### src/hdl/i2a_pkg.sv
// Shared types, constants and helper functions of the integer to ASCII digit converter.
package i2a_pkg;

  localparam int unsigned ValueW   = 64;
  localparam int unsigned CountW   = 5;
  localparam int unsigned CharW    = 8;
  localparam int unsigned BcdDigs  = 20;
  localparam int unsigned BcdW     = 4 * BcdDigs;
  localparam int unsigned ConvCycW = 5;

  localparam logic [CountW-1:0]   MaxDigits    = 5'd22;
  localparam logic [ConvCycW-1:0] ConvLastCyc  = 5'd31;
  localparam logic [CharW-1:0]    CharZero     = 8'h30;
  localparam logic [CharW-1:0]    CharTerm     = 8'h00;
  localparam logic [CharW-1:0]    HexLowerOffs = 8'd49;
  localparam logic [CharW-1:0]    HexUpperOffs = 8'd17;

  // Request type codes on the input channel.
  localparam logic [1:0] ReqUdec = 2'd0;
  localparam logic [1:0] ReqSdec = 2'd1;
  localparam logic [1:0] ReqOct  = 2'd2;
  localparam logic [1:0] ReqHex  = 2'd3;

  typedef enum logic [1:0] {
    RADIX_DEC,
    RADIX_OCT,
    RADIX_HEX
  } radix_e;

  typedef enum logic [1:0] {
    S_IDLE,
    S_CONV,
    S_EMIT
  } state_e;

  // A classified request as it travels from the front end to the back end.
  typedef struct packed {
    radix_e              radix;
    logic [ValueW-1:0]   mag;
    logic [CountW-1:0]   count;
    logic                lower;
  } req_t;

  // One double-dabble step: correct every BCD digit, then shift in one bit.
  function automatic logic [BcdW-1:0] dd_step(input logic [BcdW-1:0] bcd, input logic b);
    logic [BcdW-1:0] corr;
    corr = bcd;
    for (int k = 0; k < BcdDigs; k++) begin
      if (bcd[4*k +: 4] >= 4'd5) begin
        corr[4*k +: 4] = bcd[4*k +: 4] + 4'd3;
      end
    end
    return {corr[BcdW-2:0], b};
  endfunction

  function automatic logic [CharW-1:0] digit_char(input logic [3:0] d, input logic lower);
    logic [CharW-1:0] d8;
    d8 = {4'b0000, d};
    if (d < 4'd10) begin
      return CharZero + d8;
    end
    return CharZero + (lower ? HexLowerOffs : HexUpperOffs) + (d8 - 8'd10);
  endfunction

endpackage

### src/hdl/integer_to_ascii_digits.sv
// Top level of the integer to ASCII digit converter.
// Converts a 64-bit value into digit_count ASCII digits in unsigned decimal,
// signed decimal (magnitude only), octal or hexadecimal. A request enters on
// the in_* channel; results leave on the out_* channel least significant
// digit first, each with its buffer position, followed by a terminator
// transaction with character zero at position digit_count and last set.
// Counts above 22 are clamped to 22.
// A front end classifies requests into a two-entry queue, so up to two
// requests are taken while the back end is busy. The back end handles one
// request at a time: decimal requests first run a double-dabble pass that
// converts two bits per cycle before any digit leaves, while octal and hex
// digits are taken straight from the magnitude. Each result is registered in
// the output register; after the first, one result leaves per cycle while
// out_ready_i is high.
// When the receiver stalls, the output register holds its transaction and the
// back end waits; the queue keeps accepting until it is full.
// Reset empties the queue and the output register.
module integer_to_ascii_digits import i2a_pkg::*; (
  input  logic              clk_i,
  input  logic              rst_ni,
  input  logic              in_valid_i,
  output logic              in_ready_o,
  input  logic [1:0]        req_type_i,
  input  logic [ValueW-1:0] value_i,
  input  logic [CountW-1:0] digit_count_i,
  input  logic              lower_case_i,
  output logic              out_valid_o,
  input  logic              out_ready_i,
  output logic [CharW-1:0]  character_o,
  output logic [CountW-1:0] position_o,
  output logic              last_o
);

  req_t fr_req, bk_req;
  logic push, full, q_valid, pop;

  i2a_front u_front (
    .in_valid_i    (in_valid_i),
    .in_ready_o    (in_ready_o),
    .req_type_i    (req_type_i),
    .value_i       (value_i),
    .digit_count_i (digit_count_i),
    .lower_case_i  (lower_case_i),
    .push_o        (push),
    .full_i        (full),
    .req_o         (fr_req)
  );

  i2a_fifo u_fifo (
    .clk_i   (clk_i),
    .rst_ni  (rst_ni),
    .push_i  (push),
    .wdata_i (fr_req),
    .full_o  (full),
    .valid_o (q_valid),
    .pop_i   (pop),
    .rdata_o (bk_req)
  );

  i2a_back u_back (
    .clk_i       (clk_i),
    .rst_ni      (rst_ni),
    .req_valid_i (q_valid),
    .req_i       (bk_req),
    .pop_o       (pop),
    .out_valid_o (out_valid_o),
    .out_ready_i (out_ready_i),
    .character_o (character_o),
    .position_o  (position_o),
    .last_o      (last_o)
  );

endmodule

### src/hdl/i2a_front.sv
// Front end: classifies a request into radix, magnitude and clamped digit count.
module i2a_front import i2a_pkg::*; (
  input  logic              in_valid_i,
  output logic              in_ready_o,
  input  logic [1:0]        req_type_i,
  input  logic [ValueW-1:0] value_i,
  input  logic [CountW-1:0] digit_count_i,
  input  logic              lower_case_i,
  output logic              push_o,
  input  logic              full_i,
  output req_t              req_o
);

  assign in_ready_o = !full_i;
  assign push_o     = in_valid_i && !full_i;

  always_comb begin
    req_o.mag   = value_i;
    req_o.lower = 1'b0;
    req_o.count = (digit_count_i > MaxDigits) ? MaxDigits : digit_count_i;
    case (req_type_i)
      ReqUdec: req_o.radix = RADIX_DEC;
      ReqSdec: begin
        req_o.radix = RADIX_DEC;
        // Negative values convert through their magnitude; no sign is emitted.
        if (value_i[ValueW-1]) begin
          req_o.mag = ~value_i + {{(ValueW-1){1'b0}}, 1'b1};
        end
      end
      ReqOct:  req_o.radix = RADIX_OCT;
      ReqHex: begin
        req_o.radix = RADIX_HEX;
        req_o.lower = lower_case_i;
      end
      default: req_o.radix = RADIX_DEC;
    endcase
  end

endmodule

### src/hdl/i2a_fifo.sv
// Two-entry request queue between the front end and the back end.
module i2a_fifo import i2a_pkg::*; (
  input  logic clk_i,
  input  logic rst_ni,
  input  logic push_i,
  input  req_t wdata_i,
  output logic full_o,
  output logic valid_o,
  input  logic pop_i,
  output req_t rdata_o
);

  req_t       mem_q [2];
  logic       wr_ptr_q, rd_ptr_q;
  logic [1:0] cnt_q;

  assign full_o  = (cnt_q == 2'd2);
  assign valid_o = (cnt_q != 2'd0);
  assign rdata_o = mem_q[rd_ptr_q];

  always_ff @(posedge clk_i) begin
    if (push_i) begin
      mem_q[wr_ptr_q] <= wdata_i;
    end
  end

  always_ff @(posedge clk_i or negedge rst_ni) begin
    if (!rst_ni) begin
      wr_ptr_q <= 1'b0;
      rd_ptr_q <= 1'b0;
      cnt_q    <= 2'd0;
    end else begin
      if (push_i) begin
        wr_ptr_q <= !wr_ptr_q;
      end
      if (pop_i) begin
        rd_ptr_q <= !rd_ptr_q;
      end
      case ({push_i, pop_i})
        2'b10:   cnt_q <= cnt_q + 2'd1;
        2'b01:   cnt_q <= cnt_q - 2'd1;
        default: cnt_q <= cnt_q;
      endcase
    end
  end

endmodule

### src/hdl/i2a_back.sv
// Back end: decimal conversion by double dabble, digit sequencing and the output register.
module i2a_back import i2a_pkg::*; (
  input  logic              clk_i,
  input  logic              rst_ni,
  input  logic              req_valid_i,
  input  req_t              req_i,
  output logic              pop_o,
  output logic              out_valid_o,
  input  logic              out_ready_i,
  output logic [CharW-1:0]  character_o,
  output logic [CountW-1:0] position_o,
  output logic              last_o
);

  state_e               state_q, state_d;
  radix_e               radix_q, radix_d;
  logic                 lower_q, lower_d;
  logic [CountW-1:0]    count_q, count_d;
  logic [CountW-1:0]    left_q, left_d;
  logic [ValueW-1:0]    bin_q, bin_d;
  logic [BcdW-1:0]      shreg_q, shreg_d;
  logic [ConvCycW-1:0]  conv_cnt_q, conv_cnt_d;
  logic                 out_valid_q, out_valid_d;
  logic [CharW-1:0]     out_char_q, out_char_d;
  logic [CountW-1:0]    out_pos_q, out_pos_d;
  logic                 out_last_q, out_last_d;
  logic                 load_ok;
  logic [3:0]           digit;

  assign load_ok = !out_valid_q || out_ready_i;
  assign digit   = (radix_q == RADIX_OCT) ? {1'b0, shreg_q[2:0]} : shreg_q[3:0];

  always_comb begin
    state_d     = state_q;
    radix_d     = radix_q;
    lower_d     = lower_q;
    count_d     = count_q;
    left_d      = left_q;
    bin_d       = bin_q;
    shreg_d     = shreg_q;
    conv_cnt_d  = conv_cnt_q;
    out_valid_d = out_valid_q && !out_ready_i;
    out_char_d  = out_char_q;
    out_pos_d   = out_pos_q;
    out_last_d  = out_last_q;
    pop_o       = 1'b0;
    case (state_q)
      S_IDLE: begin
        if (req_valid_i) begin
          pop_o      = 1'b1;
          radix_d    = req_i.radix;
          lower_d    = req_i.lower;
          count_d    = req_i.count;
          left_d     = req_i.count;
          conv_cnt_d = '0;
          if (req_i.radix == RADIX_DEC) begin
            bin_d   = req_i.mag;
            shreg_d = '0;
            state_d = S_CONV;
          end else begin
            shreg_d = {{(BcdW-ValueW){1'b0}}, req_i.mag};
            state_d = S_EMIT;
          end
        end
      end
      S_CONV: begin
        // Two binary bits enter the BCD register per cycle, MSB first.
        shreg_d    = dd_step(dd_step(shreg_q, bin_q[ValueW-1]), bin_q[ValueW-2]);
        bin_d      = {bin_q[ValueW-3:0], 2'b00};
        conv_cnt_d = conv_cnt_q + 1'b1;
        if (conv_cnt_q == ConvLastCyc) begin
          state_d = S_EMIT;
        end
      end
      S_EMIT: begin
        if (load_ok) begin
          out_valid_d = 1'b1;
          if (left_q == '0) begin
            out_char_d = CharTerm;
            out_pos_d  = count_q;
            out_last_d = 1'b1;
            state_d    = S_IDLE;
          end else begin
            out_char_d = digit_char(digit, lower_q);
            out_pos_d  = left_q - 1'b1;
            out_last_d = 1'b0;
            left_d     = left_q - 1'b1;
            shreg_d    = (radix_q == RADIX_OCT) ? (shreg_q >> 3) : (shreg_q >> 4);
          end
        end
      end
      default: state_d = S_IDLE;
    endcase
  end

  always_ff @(posedge clk_i or negedge rst_ni) begin
    if (!rst_ni) begin
      state_q     <= S_IDLE;
      out_valid_q <= 1'b0;
      left_q      <= '0;
      conv_cnt_q  <= '0;
    end else begin
      state_q     <= state_d;
      out_valid_q <= out_valid_d;
      left_q      <= left_d;
      conv_cnt_q  <= conv_cnt_d;
    end
  end

  always_ff @(posedge clk_i) begin
    radix_q    <= radix_d;
    lower_q    <= lower_d;
    count_q    <= count_d;
    bin_q      <= bin_d;
    shreg_q    <= shreg_d;
    out_char_q <= out_char_d;
    out_pos_q  <= out_pos_d;
    out_last_q <= out_last_d;
  end

  assign out_valid_o = out_valid_q;
  assign character_o = out_char_q;
  assign position_o  = out_pos_q;
  assign last_o      = out_last_q;

  // A digit always lies inside the buffer of the request that produced it.
  a_pos_in_range: assert property (@(posedge clk_i) disable iff (!rst_ni)
    out_valid_q && !out_last_q |-> out_pos_q < count_q)
    else $error("digit position outside the requested count");

  // Double dabble must leave only valid BCD digits.
  a_dec_digit: assert property (@(posedge clk_i) disable iff (!rst_ni)
    out_valid_q && !out_last_q && radix_q == RADIX_DEC |->
    out_char_q >= CharZero && out_char_q <= CharZero + 8'd9)
    else $error("decimal digit out of range");

  // The terminator follows right after the leftmost digit is taken.
  a_term_follows: assert property (@(posedge clk_i) disable iff (!rst_ni)
    out_valid_q && out_ready_i && !out_last_q && out_pos_q == '0 |=>
    out_valid_q && out_last_q)
    else $error("terminator did not follow the leftmost digit");

endmodule

### config.mk
export PLATFORM = sky130hd
export DESIGN_NAME = integer_to_ascii_digits
export DESIGN_NICKNAME = d
export VERILOG_FILES = /design/src/hdl/i2a_pkg.sv /design/src/hdl/integer_to_ascii_digits.sv /design/src/hdl/i2a_front.sv /design/src/hdl/i2a_fifo.sv /design/src/hdl/i2a_back.sv
export SDC_FILE = /design/constraint.sdc
export NUM_CORES = 1
export LEC_CHECK = 0
export BUFFER_PORTS_ARGS = -buffer_cell sky130_fd_sc_hd__buf_2
export CORE_AREA = 2 2 184 186
export CTS_BUF_LIST = sky130_fd_sc_hd__clkbuf_8
export DETAILED_ROUTE_END_ITERATION = 6
export DIE_AREA = 0 0 186 188
export PLACE_DENSITY = 0.83
export SETUP_SLACK_MARGIN = 0.4
export SYNTH_ARGS = -nofsm -noshare
export SYNTH_HDL_FRONTEND = slang
export SYNTH_HIERARCHICAL = 1
export SYNTH_SLANG_ARGS = --single-unit
### constraint.sdc
create_clock -name clk_i -period 6.55 [get_ports clk_i]
set_input_delay 0.3275 -clock clk_i [delete_from_list [all_inputs] [get_ports clk_i]]
set_output_delay 0.3275 -clock clk_i [all_outputs]
set_load 0.02 [all_outputs]
After elaboration in Yosys (flattened, before gate mapping). Memory sizes are Yosys's and may differ from the RTL's. Cells that the tools add are included. W data, S select, Z words.

$add $sub $neg: 49. Multiply operators: 0. Divide/modulo/power cells: 0. $lt $le $gt $ge: 42. Equal/unequal tests: 16. Shifts and indexed selects: 0. Multiplexer cells: 103. Bitwise operators: 1. Reduce and logical (&&, ||, !) cells: 25.

Operators with widths (number): $mux W64 (5); $mux W80 (3); $pmux W80 S3 (1); $mux W4 (58); $ge A4 B3 Y1 const B (40); $add A4 B2 Y4 const B (38); $pmux W64 S2 (1); $mux W77 (1); $add A64 B1 Y64 const B (1); $not A64 Y64 (1); $mux W5 (6); $pmux W5 S2 (2); $mux W8 (2); $mux W1 (12); $pmux W2 S3 (2); $reduce_and A4 Y1 (3); $eq A2 B2 Y1 const B (5); $mux W2 (5); $mux W3 (3); $add A6 B8 Y8 const A (1); $add A8 B8 Y8 (1); $eq A2 B1 Y1 const B (4); $ne A2 B1 Y1 const B (4); $reduce_bool A2 Y1 (4); 22 further kinds (33).

Bits in registers: 183. Bits in latches: 0. Memory bits (writable): 144. ROM bits: 0. Bits of input ports: 76. Output and inout port bits: 16. Memories: 1.

Memory list: u_fifo.mem_q (depth 2, bits a word 72, rd ports 1, clocked after memory_dff 0, write ports 1, line i2a_fifo.sv:13) `req_t mem_q [2];`.

Logic depth before layout (Yosys ltp).
Word-level depth: 8. Mapped depth: 11. Gate-level depth less buffers: 11.

Modules after synthesis. The synthesis kept the hierarchy.

Modules (own cells, without submodules): i2a_back (instances 1, cells an instance 1525, area each 13828.3 µm², seq. area each 5310.1 µm²); i2a_fifo (instances 1, cells an instance 240, area each 5731.7 µm², seq. area each 4424.2 µm²); i2a_front (instances 1, cells an instance 241, area each 1632.8 µm², seq. area each 0.0 µm²).

Least setup slack after synthesis. Ideal clock, no wire load.

Kind: register to register. Start: register u_fifo.rd_ptr_q. End: register u_back.bin_q[0], enable pin. Library setup time: 0.508 ns. Arrival: 4.798 ns. Required time: 6.042 ns. Setup slack: 1.244 ns. Cell stages (with the launch flop): 8. Path buffers: 4. Path through: dfrtp_1 -> buf_6 -> buf_12 -> mux2_4 -> or2_2 -> clkbuf_1 -> clkbuf_1 -> o22ai_1.

RTL lines: start: declaration (line i2a_fifo.sv:14) `logic wr_ptr_q, rd_ptr_q;`; start signal: assignment (line i2a_fifo.sv:37) `rd_ptr_q <= !rd_ptr_q;`; end signal: assignment (line i2a_back.sv:114) `bin_q <= bin_d;`; end: declaration (line i2a_back.sv:20) `logic [ValueW-1:0] bin_q, bin_d;`.

Worst setup path after layout.
Start: register u_back.state_q[0]. End: register u_back.left_q[3].

Word-level cells in the longest chain between the ends: 3. Elaborated cells on any way between the ends: 8. Those cells by class: eq/ne (4); mux (1); reduce/logical (3).

RTL lines: start: declaration (line i2a_back.sv:15) `state_e state_q, state_d;`; start signal: assignment (line i2a_back.sv:103) `state_q <= state_d;`; $eq A2 B2 Y1 or $logic_not A2 Y1 (tied branches); $ne A2 B1 Y1 (no line), or another cell as far along; $reduce_and A4 Y1 (no line); end signal: assignment (line i2a_back.sv:105) `left_q <= left_d;`; end: declaration (line i2a_back.sv:19) `logic [CountW-1:0] left_q, left_d;`.

Several ways; a longest one is shown, not always the timed one. A chain may end at the register's enable or synchronous reset.

==> key figures <==
Status
  – Outcome: complete, no violations

Critical path
  – Nature of the critical path startpoint: flip-flop
  – CP max stage delay: 1210 ps
  – Req. time, crit path: 7020 ps
  – Setup CP Type: flip-flop to flip-flop
  – Crit Path Max Fanout: 19
  – Worst setup EP type: flip-flop
  – CP bufs+invs: 2
  – CP cell instances: inv_1, ha_1, clkinv_1, nor2_1, nand2_1, o21ai_0, a221oi_1
  – Worst path slowest cell: nor2_1
  – Delay-heaviest family, CP: simple AND/OR/NAND/NOR gates
  – Arr. time, crit path: 4360 ps

CTS
  – Clock-pin slew on the worst setup and hold paths: 70 ps
  – Clock latency on the worst-skew pair: 620 ps
  – Clk buf depth: 3
  – Root Buffer Master: clkbuf_8
  – CTS Sinks: 327
  – CTS buffer count: 53
  – H-tree depth: 2
  – Postcts setup bufs: 0
  – Cts repair resizes: 0
  – CTS tree: done
  – Hold buffers post-CTS: 4

Pwr
  – Pwr/cell area: 551 nW/um^2
  – Gate power share: 53.2%
  – Leakage: 8.58 nW
  – Peak VDD IR: 0.000307 V
  – Int Pwr: 7.08 mW
  – Sw Share: 43.9%
  – NetSw: 5.53 mW
  – Part of the power in registers: 32.7%
  – Clock share of power: 14.1%

Timing
  – Fmax: 257 MHz
  – Final Hold Fails: 0
  – Rel. slew slack: 22.5%
  – Slew Limit Fails: 0
  – Actual slew at the worst max-slew pin: 1160 ps
  – Setup TNS: 0 ps
  – Period utilization: 59.5%
  – Final setup fails: 0
  – Clk_skew: 33.9 ps
  – RSZ-0062 raised after global routing: no
  – Hold Slack: 37.9 ps
  – Final min period: 3900 ps

Global route
  – Largest net degree at the start of global routing: 81
  – Initial antenna violation count: 0
  – Total track usage: 28.9%
  – Global-route wire length before repair: 80300 um
  – Vias in the first global route: 15600
  – Total gr overflow: 0

Yosys
  – EDFF count, synth: 310
  – Synth Instances: 2006
  – Area share of the largest cell type after synthesis: 43.9%
  – Yosys cell types: 94
  – Yosys warns: 6
  – Synth area leaders: edfxtp_1, mux2_4, a21oi_1, ha_1, mux2_2
  – Largest family of logic cells by synthesized area: compound AO/OA/AOI/OAI gates
  – Top cell type by total area after synthesis: edfxtp_1
  – Commonest cells post-synth: edfxtp_1, nand2_1, a21oi_1
  – Most common cell in the synthesized netlist: edfxtp_1
  – Syn nets: 2151
  – Syn Std Cell Area: 21200 sq um
  – Post-synthesis sequential area ratio: 45.9%
  – Simple-Gate Fraction of Synth Area: 15.1%
  – Primary FF master, synth: edfxtp_1
  – Asr flop ratio synth: 5.20%
  – FF+latch count, synth: 327
  – XOR/XNOR share of the synthesized area: 3.22%
  – Adder-cell share of the synthesized area: 4.07%
  – Compound-gate portion of the synthesized area: 17.4%
  – Syn Area/Cell: 10.6 sq um
  – Multiplexer share of the synthesized area: 10.0%

Die
  – Chip width: 186 um
  – IO Count: 92
  – Die H: 188 um
  – DIE AREA: 35000 sq um
  – Core Region: 33100 sq um
  – Starting Density: 64.0%
  – Row Count: 67

Routing
  – Final ANT Viol Nets: 0
  – Routed vias: 16300
  – Per-cell routed wire length: 19.9 um
  – Via-to-Cell Ratio: 6.40
  – Drt pass-1 iters: 6
  – Total wire length: 50800 um
  – DRC viols: 0
  – Initial drt markers: 1619

Placed design
  – Port Buffers: 91
  – GP Congestion: 0.936
  – Dpl hpwl: 35400 um

Worst hold path
  – Hold Crit Class: input port to flip-flop

Run
  – Max Cap Viol: 0

Final layout
  – Share of cells above drive strength 1: 19.4%
  – FF+latch area: 9740 sq um
  – Multi-input gate area: 10600 sq um
  – # fillers: 2363
  – Layout Nets: 2206
  – Utilization after layout: 69.2%
  – Ant diodes: 0
  – Area growth syn-to-layout: 8.09%
cells by family after synthesis:
kind of cell               count (synthesis)
AOI/OAI and AO/OA                        556
muxes                                    168
buffers and inverters                    192
xor gates and xnor gates                  78
DFF                                      327
and+or+nand+nor                          616
adders and majority gates                 69
layout by cell type (no fill, tap or decap), drive strengths merged, types with 23 or more instances in the layout:
| master | instances |
|---|---|
| clkbuf | 55 |
| o21ai | 99 |
| and2 | 28 |
| nand2 | 204 |
| xnor2 | 41 |
| a31oi | 29 |
| or2 | 26 |
| a211oi | 39 |
| ha | 69 |
| nand3 | 43 |
| xor2 | 37 |
| edfxtp | 310 |
| nor2 | 90 |
| o211ai | 23 |
| mux2 | 145 |
| a21oi | 196 |
| buf | 106 |
| o31ai | 24 |
| mux2i | 23 |
| nor3b | 26 |
| nand2b | 38 |
| nor3 | 36 |
| inv | 99 |
power by group through the flow:
stage                     clock [mW]  sequential, mW  combinational [mW]
after floorplan                    0            3.85                5.35
after global placement             0            4.10                6.34
after detailed placement           0            4.14                6.56
after CTS                       1.81            4.10                6.60
after global routing            1.90            4.22                7.33
final                           1.78            4.13                6.71
through the flow:
stage	std cells	total power [mW]	area, sq um	worst slack [ps]
final	2552	12.6	22900	2650
after floorplan	2006	9.20	21200	1240
after global routing	2552	13.4	22900	2390
after CTS	2552	12.5	22900	2730
after global placement	2450	10.4	21800	2980
after detailed placement	2450	10.7	21800	2760
state kept, by name, summed over array words and instances (netlist names):
| name | count |
|---|---|
| u_back/character_o | 8 |
| u_back/radix_q | 2 |
| u_back/count_q | 5 |
| u_back/state_q | 2 |
| u_back/bin_q | 64 |
| u_back/conv_cnt_q | 5 |
| u_back/out_valid_o | 1 |
| u_back/position_o | 5 |
| u_back/last_o | 1 |
| u_back/lower_q | 1 |
| u_fifo/rd_ptr_q | 1 |
| u_fifo/cnt_q | 2 |
| u_back/shreg_q | 80 |
| u_back/left_q | 5 |
| u_fifo/wr_ptr_q | 1 |
| u_fifo/mem_q | 144 |
cell type report:
type | instances | share of cell area [%]
Clock buffer | 55 | 3.30
Clock inverter | 43 | 1.33
Inverter | 82 | 1.34
Multi-Input combinational cell | 1487 | 46.4
Sequential cell | 327 | 42.5
Tap cell | 448 | 2.45
Timing Repair Buffer | 110 | 2.65
metal layers:
metal / GRT usage [%] / share of wire [%]
met5: 0 / 0
met4: 10.6 / 2.7
met3: 4.76 / 8.1
met2: 45.2 / 46
met1: 40.9 / 43
worst paths after layout:
kind	end	cells after the start	slack [ps]	start
hold / removal	u_fifo/mem_q[0][3]	2	40	digit_count_i[2]
setup reg to reg	u_back/left_q[3]	7	2650	u_back/state_q[0]
min in group asynchronous	u_back/state_q[0]	2	190	rst_ni
setup / recovery	u_back/left_q[3]	7	2650	u_back/state_q[0]
max in group asynchronous	u_fifo/rd_ptr_q	2	6010	rst_ni
hold reg to reg	u_fifo/cnt_q[1]	1	490	u_fifo/cnt_q[1]
Note: power is estimated with default switching activity, not from simulation.
